===== src/rtl/usd_pkg.sv =====
// types, constants and defaults of the utf-8 stream decoder
package usd_pkg;

   localparam int USD_FIFO_DEPTH = 4;

   localparam logic [7:0]  ASCII_MAX  = 8'h7F;
   localparam logic [7:0]  CONT_MAX   = 8'hBF;
   localparam logic [7:0]  LEAD2_MAX  = 8'hDF;
   localparam logic [7:0]  LEAD3_MAX  = 8'hEF;
   localparam logic [7:0]  LEAD4_MAX  = 8'hF7;
   localparam logic [7:0]  CONT_MASK  = 8'h3F;
   localparam logic [7:0]  LEAD2_MASK = 8'h1F;
   localparam logic [7:0]  LEAD3_MASK = 8'h0F;
   localparam logic [7:0]  LEAD4_MASK = 8'h07;
   localparam logic [20:0] REPL_CP    = 21'h00003F;

   typedef struct packed {
      logic [7:0] data_byte;
      logic       end_of_string;
   } req_type;

   typedef struct packed {
      logic [20:0] code_point;
      logic        last_of_run;
   } rsp_type;

   // decode outcome of one byte: results to queue and the next state
   typedef struct packed {
      logic [1:0]  num;
      rsp_type     first;
      rsp_type     second;
      logic [1:0]  pend;
      logic [20:0] acc;
   } dec_type;

endpackage


===== src/rtl/usd_decode.sv =====
// byte classifier and accumulator update for one utf-8 byte
module usd_decode (
   input  usd_pkg::req_type item,
   input  logic [1:0]       pend_count,
   input  logic [20:0]      acc_value,
   output usd_pkg::dec_type dec
);
   import usd_pkg::*;

   logic [20:0] acc_shift;
   logic [7:0]  cont_bits;

   assign cont_bits = item.data_byte & CONT_MASK;
   assign acc_shift = {acc_value[14:0], cont_bits[5:0]};

   always_comb begin
      dec.num                = 2'd0;
      dec.first.code_point   = REPL_CP;
      dec.first.last_of_run  = 1'b0;
      dec.second.code_point  = REPL_CP;
      dec.second.last_of_run = 1'b1;
      dec.pend               = pend_count;
      dec.acc                = acc_value;

      if (item.data_byte inside {[8'h00:ASCII_MAX]}) begin
         // ascii interrupting a sequence gets a '?' in front
         if (pend_count != 2'd0) begin
            dec.second.code_point = {13'd0, item.data_byte};
            dec.num               = 2'd2;
            dec.pend              = 2'd0;
         end else begin
            dec.first.code_point = {13'd0, item.data_byte};
            dec.num              = 2'd1;
         end
      end else if (item.data_byte inside {[8'h80:CONT_MAX]}) begin
         if (pend_count != 2'd0) begin
            dec.acc  = acc_shift;
            dec.pend = pend_count - 2'd1;
            if (pend_count == 2'd1) begin
               dec.first.code_point = acc_shift;
               dec.num              = 2'd1;
            end
         end else begin
            dec.num = 2'd1;
         end
      end else if (item.data_byte inside {[8'hC0:LEAD2_MAX]}) begin
         dec.acc  = {13'd0, item.data_byte & LEAD2_MASK};
         dec.pend = 2'd1;
      end else if (item.data_byte inside {[8'hE0:LEAD3_MAX]}) begin
         dec.acc  = {13'd0, item.data_byte & LEAD3_MASK};
         dec.pend = 2'd2;
      end else if (item.data_byte inside {[8'hF0:LEAD4_MAX]}) begin
         dec.acc  = {13'd0, item.data_byte & LEAD4_MASK};
         dec.pend = 2'd3;
      end else begin
         dec.num  = 2'd1;
         dec.pend = 2'd0;
      end

      if (item.end_of_string) begin
         // unfinished sequence at end of string
         if (dec.pend != 2'd0) begin
            if (dec.num == 2'd0) begin
               dec.num = 2'd1;
            end else begin
               dec.num = 2'd2;
            end
         end
         dec.pend = 2'd0;
         dec.acc  = 21'd0;
      end

      dec.first.last_of_run = (dec.num == 2'd1);
   end

endmodule


===== src/rtl/usd_result_fifo.sv =====
// small result queue taking up to two items per cycle, giving one
module usd_result_fifo #(
   parameter int FifoDepth = usd_pkg::USD_FIFO_DEPTH
) (
   input  logic             clock,
   input  logic             reset,
   input  logic [1:0]       push_num,
   input  usd_pkg::rsp_type push_first,
   input  usd_pkg::rsp_type push_second,
   output logic             has_room,
   output logic             rsp_valid,
   input  logic             rsp_ready,
   output usd_pkg::rsp_type rsp_payload
);
   import usd_pkg::*;

   localparam int PtrWidth = (FifoDepth > 1) ? $clog2(FifoDepth) : 1;
   localparam int CntWidth = $clog2(FifoDepth + 1);

   rsp_type               slot_ff [FifoDepth];
   logic [PtrWidth-1:0]   rd_ptr_ff, rd_ptr_in;
   logic [PtrWidth-1:0]   wr_ptr_ff, wr_ptr_in;
   logic [PtrWidth-1:0]   wr_ptr_plus1, wr_ptr_plus2, rd_ptr_plus1;
   logic [CntWidth-1:0]   count_ff, count_in;
   logic                  pop;

   assign wr_ptr_plus1 = (wr_ptr_ff == PtrWidth'(FifoDepth - 1)) ? '0 : wr_ptr_ff + 1'b1;
   assign wr_ptr_plus2 = (wr_ptr_plus1 == PtrWidth'(FifoDepth - 1)) ? '0
                                                                     : wr_ptr_plus1 + 1'b1;
   assign rd_ptr_plus1 = (rd_ptr_ff == PtrWidth'(FifoDepth - 1)) ? '0 : rd_ptr_ff + 1'b1;

   assign rsp_valid   = (count_ff != '0);
   assign rsp_payload = slot_ff[rd_ptr_ff];
   assign pop         = rsp_valid && rsp_ready;
   assign has_room    = (count_ff <= CntWidth'(FifoDepth - 2));

   always_comb begin
      rd_ptr_in = pop ? rd_ptr_plus1 : rd_ptr_ff;
      case (push_num)
         2'd1:    wr_ptr_in = wr_ptr_plus1;
         2'd2:    wr_ptr_in = wr_ptr_plus2;
         default: wr_ptr_in = wr_ptr_ff;
      endcase
      count_in = count_ff + CntWidth'(push_num) - CntWidth'(pop);
   end

   always_ff @(posedge clock) begin
      if (reset) begin
         rd_ptr_ff <= '0;
         wr_ptr_ff <= '0;
         count_ff  <= '0;
      end else begin
         rd_ptr_ff <= rd_ptr_in;
         wr_ptr_ff <= wr_ptr_in;
         count_ff  <= count_in;
      end
   end

   always_ff @(posedge clock) begin
      if (push_num != 2'd0) begin
         slot_ff[wr_ptr_ff] <= push_first;
      end
      if (push_num == 2'd2) begin
         slot_ff[wr_ptr_plus1] <= push_second;
      end
   end

endmodule


===== src/rtl/utf8_stream_decoder.sv =====
// top level of the streaming utf-8 to code point decoder
//
//   channel  dir  payload                          handshake
//   req_     in   data_byte[8], end_of_string[1]   req_valid / req_ready
//   rsp_     out  code_point[21], last_of_run[1]   rsp_valid / rsp_ready
//
// one byte accepted per cycle while the queue has room; a byte taken is held in the
// input register, then its results go into the result queue, from which they
// leave on rsp_
// a byte giving two results needs the output port twice, so a long run of them
// is limited by the single output port
// reset (synchronous) empties the input register and queue, clears state
// req_ready drops only while the held byte waits for two free queue slots
module utf8_stream_decoder #(
   parameter int FifoDepth = usd_pkg::USD_FIFO_DEPTH
) (
   input  logic             clock,
   input  logic             reset,
   input  logic             req_valid,
   output logic             req_ready,
   input  usd_pkg::req_type req_payload,
   output logic             rsp_valid,
   input  logic             rsp_ready,
   output usd_pkg::rsp_type rsp_payload
);
   import usd_pkg::*;

   // input register
   req_type     item_ff;
   logic        item_valid_ff, item_valid_in;

   // decoder state
   logic [1:0]  pend_ff, pend_in;
   logic [20:0] acc_ff, acc_in;

   dec_type     dec;
   logic        has_room;
   logic        advance;
   logic [1:0]  push_num;

   usd_decode u_decode (
      .item       (item_ff),
      .pend_count (pend_ff),
      .acc_value  (acc_ff),
      .dec        (dec)
   );

   // held byte moves on once the queue can take both of its possible results
   assign advance   = item_valid_ff && has_room;
   assign req_ready = !item_valid_ff || advance;
   assign push_num  = advance ? dec.num : 2'd0;

   always_comb begin
      item_valid_in = item_valid_ff;
      pend_in       = pend_ff;
      acc_in        = acc_ff;
      if (advance) begin
         item_valid_in = 1'b0;
         pend_in       = dec.pend;
         acc_in        = dec.acc;
      end
      if (req_valid && req_ready) begin
         item_valid_in = 1'b1;
      end
   end

   always_ff @(posedge clock) begin
      if (reset) begin
         item_valid_ff <= 1'b0;
         pend_ff       <= 2'd0;
         acc_ff        <= 21'd0;
      end else begin
         item_valid_ff <= item_valid_in;
         pend_ff       <= pend_in;
         acc_ff        <= acc_in;
      end
   end

   // payload register, no reset
   always_ff @(posedge clock) begin
      if (req_valid && req_ready) begin
         item_ff <= req_payload;
      end
   end

   usd_result_fifo #(
      .FifoDepth (FifoDepth)
   ) u_result_fifo (
      .clock       (clock),
      .reset       (reset),
      .push_num    (push_num),
      .push_first  (dec.first),
      .push_second (dec.second),
      .has_room    (has_room),
      .rsp_valid   (rsp_valid),
      .rsp_ready   (rsp_ready),
      .rsp_payload (rsp_payload)
   );

endmodule


===== config.mk =====
export PLATFORM = sky130hd
export DESIGN_NAME = utf8_stream_decoder
export DESIGN_NICKNAME = d
export VERILOG_FILES = /design/src/rtl/usd_pkg.sv /design/src/rtl/usd_decode.sv /design/src/rtl/usd_result_fifo.sv /design/src/rtl/utf8_stream_decoder.sv
export SDC_FILE = /design/constraint.sdc
export NUM_CORES = 1
export LEC_CHECK = 0
export BUFFER_PORTS_ARGS = -buffer_cell sky130_fd_sc_hd__buf_2
export CAP_MARGIN = 20
export CORE_MARGIN = 2
export CORE_UTILIZATION = 56
export DETAILED_ROUTE_END_ITERATION = 10
export PLACE_DENSITY = 0.78
export SLEW_MARGIN = 20
export SYNTH_ARGS = -nofsm -noshare
export SYNTH_HDL_FRONTEND = slang
export SYNTH_HIERARCHICAL = 1
export SYNTH_SLANG_ARGS = --single-unit

===== constraint.sdc =====
create_clock -name clock -period 4.7 [get_ports clock]
set_input_delay 0.235 -clock clock [delete_from_list [all_inputs] [get_ports clock]]
set_output_delay 0.235 -clock clock [all_outputs]
set_load 0.005 [all_outputs]

==> results of run 1 <==
[routing by layer]
metal | GRT usage [%] | wire (um)
met2 | 37.3 | 6800
met3 | 4.68 | 665
met1 | 30.2 | 6100
met4 | 9.43 | 234
met5 | 0 | 0
[through the flow]
stage                     util (%)  instance area, um^2
after floorplan                  -                 6820
after global placement        57.8                 6890
after detailed placement      58.0                 6900
after CTS                     63.1                 7510
after global routing          63.1                 7510
final                         63.1                 7510
[cell type report]
class | count | area (um^2) | area share (%)
Clock buffer | 22 | 444 | 5.91
Clock inverter | 10 | 75.1 | 0.999
Inverter | 18 | 67.6 | 0.899
Multi-Input combinational cell | 333 | 2950 | 39.3
Sequential cell | 124 | 3450 | 46.0
Tap cell | 147 | 184 | 2.45
Timing Repair Buffer | 54 | 338 | 4.50
[flip-flops by register name (all words and copies together), names as in the netlist, named ones only]
signal and flops:
u_result_fifo/rd_ptr_ff 2, u_result_fifo/count_ff 3, item_ff 9, u_result_fifo/wr_ptr_ff 2, u_result_fifo/slot_ff 88, acc_ff 15, pend_ff 2, item_valid_ff 1
[worst max-delay path by stage]
stage | end | startpoint | slack [ns] | cells past startpoint
3_3_place_gp | u_result_fifo/slot_ff[2][4] | pend_ff[1] | 1.50 | 7
2_1_floorplan | u_result_fifo/slot_ff[0][0] | item_ff[0] | 1.33 | 8
4_1_cts | u_result_fifo/slot_ff[1][9] | pend_ff[1] | 1.49 | 9
5_1_grt | u_result_fifo/slot_ff[1][10] | pend_ff[1] | 1.25 | 9
6_report | u_result_fifo/slot_ff[1][9] | pend_ff[1] | 1.46 | 9
3_5_place_dp | u_result_fifo/slot_ff[1][9] | pend_ff[1] | 1.51 | 9
[repair_timing]
action | in CTS | in global routing
setup buffers | 0 | 0
endpoints found under the hold margin | 9 | 0
hold buffers | 9 | 0
setup endpoints to repair | 0 | 0
[worst max-delay path, stage by stage (launching register included)]
cell     delay (ns)
dfxtp_1        0.53
nor2_2         0.21
nor2_1         0.27
a21oi_1        0.07
and3_1         0.22
inv_1          0.09
ha_1           0.30
nand2_1        0.62
buf_4          0.40
mux2_2         0.28
[power groups by stage]
stage               combinational [mW]  clock, mW  sequential, mW
CTS                              0.555       1.17            1.32
finish                           0.546       1.15            1.32
global route                     0.607       1.22            1.33
global placement                 0.524          0            1.34
detailed placement               0.542          0            1.35
floorplan                        0.429          0            1.31
==> flow_summary.ini, run 1 <==
[global_routing]
antenna_found_initial = 0
gr-total-overflow = 0
first_global_vias = 4234
grt_max_degree = 38
grt_usage_pct = 22.9
grt_pass1_wl_mm = 22.4

[sta]
fmax_mhz = 309
slew_headroom_pct = 36.4
finalSetupTns_ns = 0
finalHoldViolCount = 0
hold_ws_ns = 0.0609
maxSlewViolCount = 0
rsz0062_at_grt = no
clock_skew_ns = 0.00475
finalCritPeriodShare_pct = 68.8
worst_slew_pin_slew_ns = 0.951
fin_ws_ns = 1.46
finalSetupViolCount = 0
finalCriticalPeriod_ns = 3.24

[clocking]
htree_levels = 4
cts-resized-gates = 0
cts_tree = built
root_buffer = clkbuf_16
cts.path.max_buffers = 2
cts_sinks = 124
cts_buffers = 17
path_clk_slew_ns = 0.05
clk_latency_ns = 0.41

[power_and_ir_drop]
combPwrFrac_pct = 18.1
leakage_nw = 2.72
switching_share_pct = 25.9
p_int_mw = 2.24
seqPwrFrac_pct = 43.9
p_switching_mw = 0.783
p_per_area_mw_per_mm2 = 402
max-vdd-ir-drop_v = 0.000215
finalPower_mw = 3.02
clkPwrFrac_pct = 38.1

[setup_path]
critical_path_class = reg -> reg
critPathLaunchType = flop
regToRegSetupSlack_ns = 1.46
cp_data_arrival_time_ns = 3.39
critPathMaxFanout = 19
reg2reg_depth = 9
r2r_end = u_result_fifo/slot_ff[1][9]
cp.required_ns = 4.86
end_kind = flop
r2r_start = pend_ff[1]

[cells_and_area]
diodes = 0
synthToLayoutAreaGrowth_pct = 10.9
final_cell_count_no_fill = 708
final_nets = 575
final_cell_mix = edfxtp_1, mux2_2, a21oi_1, buf_2, nand3_1
drive_above_1_share_pct = 37.4
fill_cells = 908
layout.cells.most_common = edfxtp_1

[placement]
dp_hpwl_mm = 8.88
portBuffers = 36
dp_worst_setup_slack_ns = 1.51
place_congestion = 0.896
dp_cells = 667

[detailed_routing]
drc = 0
ant_nets = 0
vias = 4148
via_per_inst = 5.86
firstDrtPassIters = 5
drtIter0Drc = 335
wirelength_mm = 13.8
avgRoutedWirePerCell_um = 19.5

[floorplanning]
ios = 37
fp.dieH_um = 114
die_x_um = 114
core-area_mm2 = 0.0119
rows = 40
die-area_mm2 = 0.0130
initial_core_util_pct = 56.9

[min_path]
hold_depth = 3
min_from = req_valid
min_path_type = in -> reg
min_to = item_valid_ff

[synth]
postSynthCellCount = 519
synth-warning-count = 6
synth_area_mm2 = 0.00678
avgSynthCellArea_um2 = 13.1

[outcome]
outcome = finished clean

[job]
cap_violations = 0
Note: power is estimated with default switching activity, not from simulation.
==> run 2: changes to the inputs <==
Clock period 4.7 ns to 3.2 ns, I/O delays scaled along.
==> run 2 against run 1 <==
Net effect:
- wire length is 4.4% higher
- non-clock buffer count is 11 higher
- die area stayed put
- via count is 2.8% higher
- worst hold slack better by 0.13 ns
==> flow_summary.ini, run 2 (same netlist as run 1, synthesis figures left out) <==
[sta]
maxSlewViolCount = 0
worst_slew_pin_slew_ns = 0.735
hold_ws_ns = 0.192
rsz0062_at_grt = no
fin_ws_ns = 0.348
finalCriticalPeriod_ns = 2.85
fmax_mhz = 351
finalCritPeriodShare_pct = 89.1
slew_headroom_pct = 50.9
clock_skew_ns = 0.00806
finalSetupViolCount = 0
finalHoldViolCount = 0

[detailed_routing]
via_per_inst = 5.93
drc = 0
dr_wl_met3_um = 921
firstDrtPassIters = 5
ant_nets = 0
drtIter0Drc = 345
wl_met1_mm = 5.95
wl_met2_mm = 7.32
top_layer_used = met4
avgRoutedWirePerCell_um = 20.0
vias = 4263
wirelength_mm = 14.4

[placement]
dp_worst_setup_slack_ns = 0.285
dp_hpwl_mm = 9.33
dp_cells = 677
portBuffers = 36
place_congestion = 0.893
place_area_mm2 = 0.00698

[power_and_ir_drop]
p_per_area_mw_per_mm2 = 641
max-vdd-ir-drop_v = 0.000479
leakage_nw = 2.85

[global_routing]
grt_max_degree = 34
grt_pass1_wl_mm = 23.5
gr-total-overflow = 0
first_global_vias = 4414
antenna_found_initial = 0
grt_usage_pct = 24.3

[floorplanning]
ios = 37
core-area_mm2 = 0.0119
initial_core_util_pct = 56.9
rows = 40
die_x_um = 114
fp.dieH_um = 114
die-area_mm2 = 0.0130

[cells_and_area]
drive_above_1_share_pct = 39.3
layout.cells.most_common = edfxtp_1
largest_reg_flops = 88
reg_top3 = u_result_fifo/slot_ff x88, acc_ff x15, item_ff x9
diodes = 0
synthToLayoutAreaGrowth_pct = 14.5
final_cell_mix = edfxtp_1, mux2_2, a21oi_1, buf_2, nand3_1
top_register = u_result_fifo/slot_ff
final_cell_count_no_fill = 719
design_area_mm2 = 0.00776
fin_util_pct = 65.1
final_nets = 586

[clocking]
cts_setup_buffers = 0
clk_latency_ns = 0.42
cts_sinks = 124
path_clk_slew_ns = 0.06
htree_levels = 4
root_buffer = clkbuf_16
cts_buffers = 17
cts_tree = built
cts.path.max_buffers = 2

[min_path]
hold_depth = 2
min_path_type = in -> reg

[setup_path]
cp_data_arrival_time_ns = 2.95
critPathMaxFanout = 17
cp.required_ns = 3.30
critPathLaunchType = flop
critical_path_class = reg -> reg
end_kind = flop
reg2reg_depth = 9

[outcome]
outcome = finished clean

[job]
cap_violations = 0
-- run 2: what timing repair did --
action,CTS,global route
gates resized for setup,0,2
endpoints found under the setup margin,0,28
hold buffers,10,0
hold endpoints to repair,10,0
-- run 2: worst paths after layout --
| path | from | slack (ns) | endpoint |
|---|---|---|---|
| min reg2reg | u_result_fifo/rd_ptr_ff[0] | 0.52 | flop |
| max | pend_ff[1] | 0.35 | u_result_fifo/slot_ff[1][9] |
| min | reset | 0.19 | u_result_fifo/count_ff[1] |
| max reg2reg | pend_ff[1] | 0.35 | u_result_fifo/slot_ff[1][9] |
-- run 2: routing by layer --
layer  vias up  GRT usage (%)
li1       1990              -
met1      2123           30.3
met4         0           8.94
met3        20           7.28
met2       130           40.3
met5         -              0
-- run 2: layout make-up --
class	count	area, um^2
repair buffers	65	435
clock buffers	17	425
multi-input cells	333	2940
flip-flops and latches	124	3450
fillers	872	4150
clock inverters	15	250
well taps	147	184
inverters	18	67.6
-- run 2: through the flow --
| stage | power (mW) | TNS, ns |
|---|---|---|
| final | 4.97 | 0 |
| after global routing | 5.18 | 0 |
| after CTS | 5.01 | 0 |
| after detailed placement | 2.79 | 0 |
| after global placement | 2.78 | 0 |
| after floorplan | 2.56 | -14.57 |
-- run 2: power breakdown --
group | internal [mW] | leakage [nW] | switching, mW
clock | 1.52 | 0.331 | 0.676
sequential | 1.85 | 1.11 | 0.0683
combinational | 0.398 | 1.41 | 0.456
total | 3.77 | 2.85 | 1.20
-- run 2: worst max-delay path, stage by stage (launching register included) --
cell and delay, ns:
dfxtp_1 0.55, nor2_4 0.15, nor2_1 0.27, a21oi_1 0.07
and3_1 0.22, inv_1 0.09, ha_1 0.31, nand2_1 0.28
o21ai_2 0.23, buf_4 0.35
==> run 3: changes to the inputs <==
Settings changed: CORE_MARGIN 2 to not set.
==> run 3 against run 2 <==
Net effect:
- the run now ends with DRC left
- global-route usage decreased by 0.82 points
- highest routed layer unchanged
- critical endpoint is now u_result_fifo/slot_ff[0][16]
- wire length decreased by 5.1%
- die area decreased by 3.5%
- critical path type unchanged
==> flow_summary.ini, run 3 (same netlist as run 1, synthesis figures left out) <==
[sta]
maxSlewViolCount = 0
clock_skew_ns = 0.00623
finalCritPeriodShare_pct = 91.7
finalHoldViolCount = 0
fmax_mhz = 341
rsz0062_at_grt = no
fin_ws_ns = 0.264
finalSetupViolCount = 0
worst_slew_pin_slew_ns = 0.727
hold_ws_ns = 0.194
finalCriticalPeriod_ns = 2.94
slew_headroom_pct = 51.4
finalSetupTns_ns = 0

[outcome]
outcome = complete, but fails checks
failed_checks = DRC

[detailed_routing]
drc = 5
wirelength_mm = 13.7
drtIter0Drc = 384
ant_nets = 0
avgRoutedWirePerCell_um = 19.2
via_per_inst = 5.87
vias = 4177
firstDrtPassIters = 8

[clocking]
htree_levels = 4
clk_latency_ns = 0.42
cts_tree = built
cts-resized-gates = 0
cts.path.max_buffers = 2
cts_buffers = 17
cts_setup_buffers = 0
path_clk_slew_ns = 0.05
root_buffer = clkbuf_16
cts_sinks = 124

[floorplanning]
initial_core_util_pct = 58.3
core-area_mm2 = 0.0116
rows = 39
die-area_mm2 = 0.0125
ios = 37
fp.dieH_um = 112
die_x_um = 112

[setup_path]
cp_cell_sequence = nand2b_1 > nor2_1 > a21oi_1 > and3_1 > inv_1 > ha_1 > nand2_1 > buf_4 > mux2_2
critPathMaxFanout = 16
path_buf_inv = 2
cp.required_ns = 3.36
critPathLaunchType = flop
slowest_delay_ns = 0.61
cp_top_family = simple AND/OR/NAND/NOR gates
end_kind = flop
slowest_stage = edfxtp_1
cp_data_arrival_time_ns = 3.10
critical_path_class = reg -> reg

[power_and_ir_drop]
max-vdd-ir-drop_v = 0.000450
finalPower_mw = 4.70
leakage_nw = 2.80
p_per_area_mw_per_mm2 = 613

[placement]
place_congestion = 0.814
dp_cells = 670
dp_hpwl_mm = 8.69
place_area_mm2 = 0.00697
portBuffers = 36
dp_worst_setup_slack_ns = 0.337

[global_routing]
grt_usage_pct = 23.5
gr-total-overflow = 0
antenna_found_initial = 0
first_global_vias = 4201
grt_pass1_wl_mm = 22.0
grt_max_degree = 36

[cells_and_area]
diodes = 0
drive_above_1_share_pct = 37.9
layout.cells.most_common = edfxtp_1
fill_cells = 847
reg_top3 = u_result_fifo/slot_ff x88, acc_ff x15, item_ff x9
final_nets = 583
synthToLayoutAreaGrowth_pct = 13.1
fin_util_pct = 66.0
largest_reg_flops = 88
top_register = u_result_fifo/slot_ff
final_cell_count_no_fill = 711
final_cell_mix = edfxtp_1, mux2_2, a21oi_1, buf_2, nand3_1
design_area_mm2 = 0.00766

[min_path]
min_path_type = in -> reg

[job]
cap_violations = 0
==> run 3: final timing paths <==
kind / start / endpoint / slack (ns) / cells after the start
setup reg to reg: item_ff[8] / u_result_fifo/slot_ff[0][16] / 0.26 / 9
setup / recovery: item_ff[8] / u_result_fifo/slot_ff[0][16] / 0.26 / 9
hold reg to reg: u_result_fifo/rd_ptr_ff[0] / u_result_fifo/rd_ptr_ff[0] / 0.52 / 2
hold / removal: reset / acc_ff[4] / 0.19 / 2
==> run 3: worst reg2reg max path, cell delays in order (launching register included) <==
cell	delay (ns)
edfxtp_1	0.61
nand2b_1	0.16
nor2_1	0.19
a21oi_1	0.10
and3_1	0.21
inv_1	0.08
ha_1	0.30
nand2_1	0.38
buf_4	0.35
mux2_2	0.31
==> run 3: metal layers <==
metal	GRT usage [%]	share of wire, %	vias to the layer above
li1	-	-	1988
met1	30.6	44	2069
met2	38.6	50	104
met3	5.72	4.7	16
met4	7.91	1.3	0
met5	0	0	-
==> run 3: area by class of cell <==
type                            instances  area, um^2  share of cell area, %
Sequential cell                       124        3450                   45.1
Clock buffer                           20         437                   5.70
Clock inverter                         11         150                   1.96
Tap cell                              143         179                   2.34
Inverter                               18        67.6                  0.882
Timing Repair Buffer                   62         438                   5.72
Multi-Input combinational cell        333        2940                   38.3
==> run 3: what timing repair did <==
action / in CTS / in global routing
hold buffers: 10 / 0
endpoints found under the hold margin: 10 / 0
endpoints found under the setup margin: 0 / 0
==> run 3: power by group <==
part | switching, mW | total [mW] | internal [mW]
Sequential | 0.0689 | 1.92 | 1.85
Clock | 0.648 | 1.93 | 1.28
Combinational | 0.449 | 0.847 | 0.398
Total | 1.17 | 4.70 | 3.53
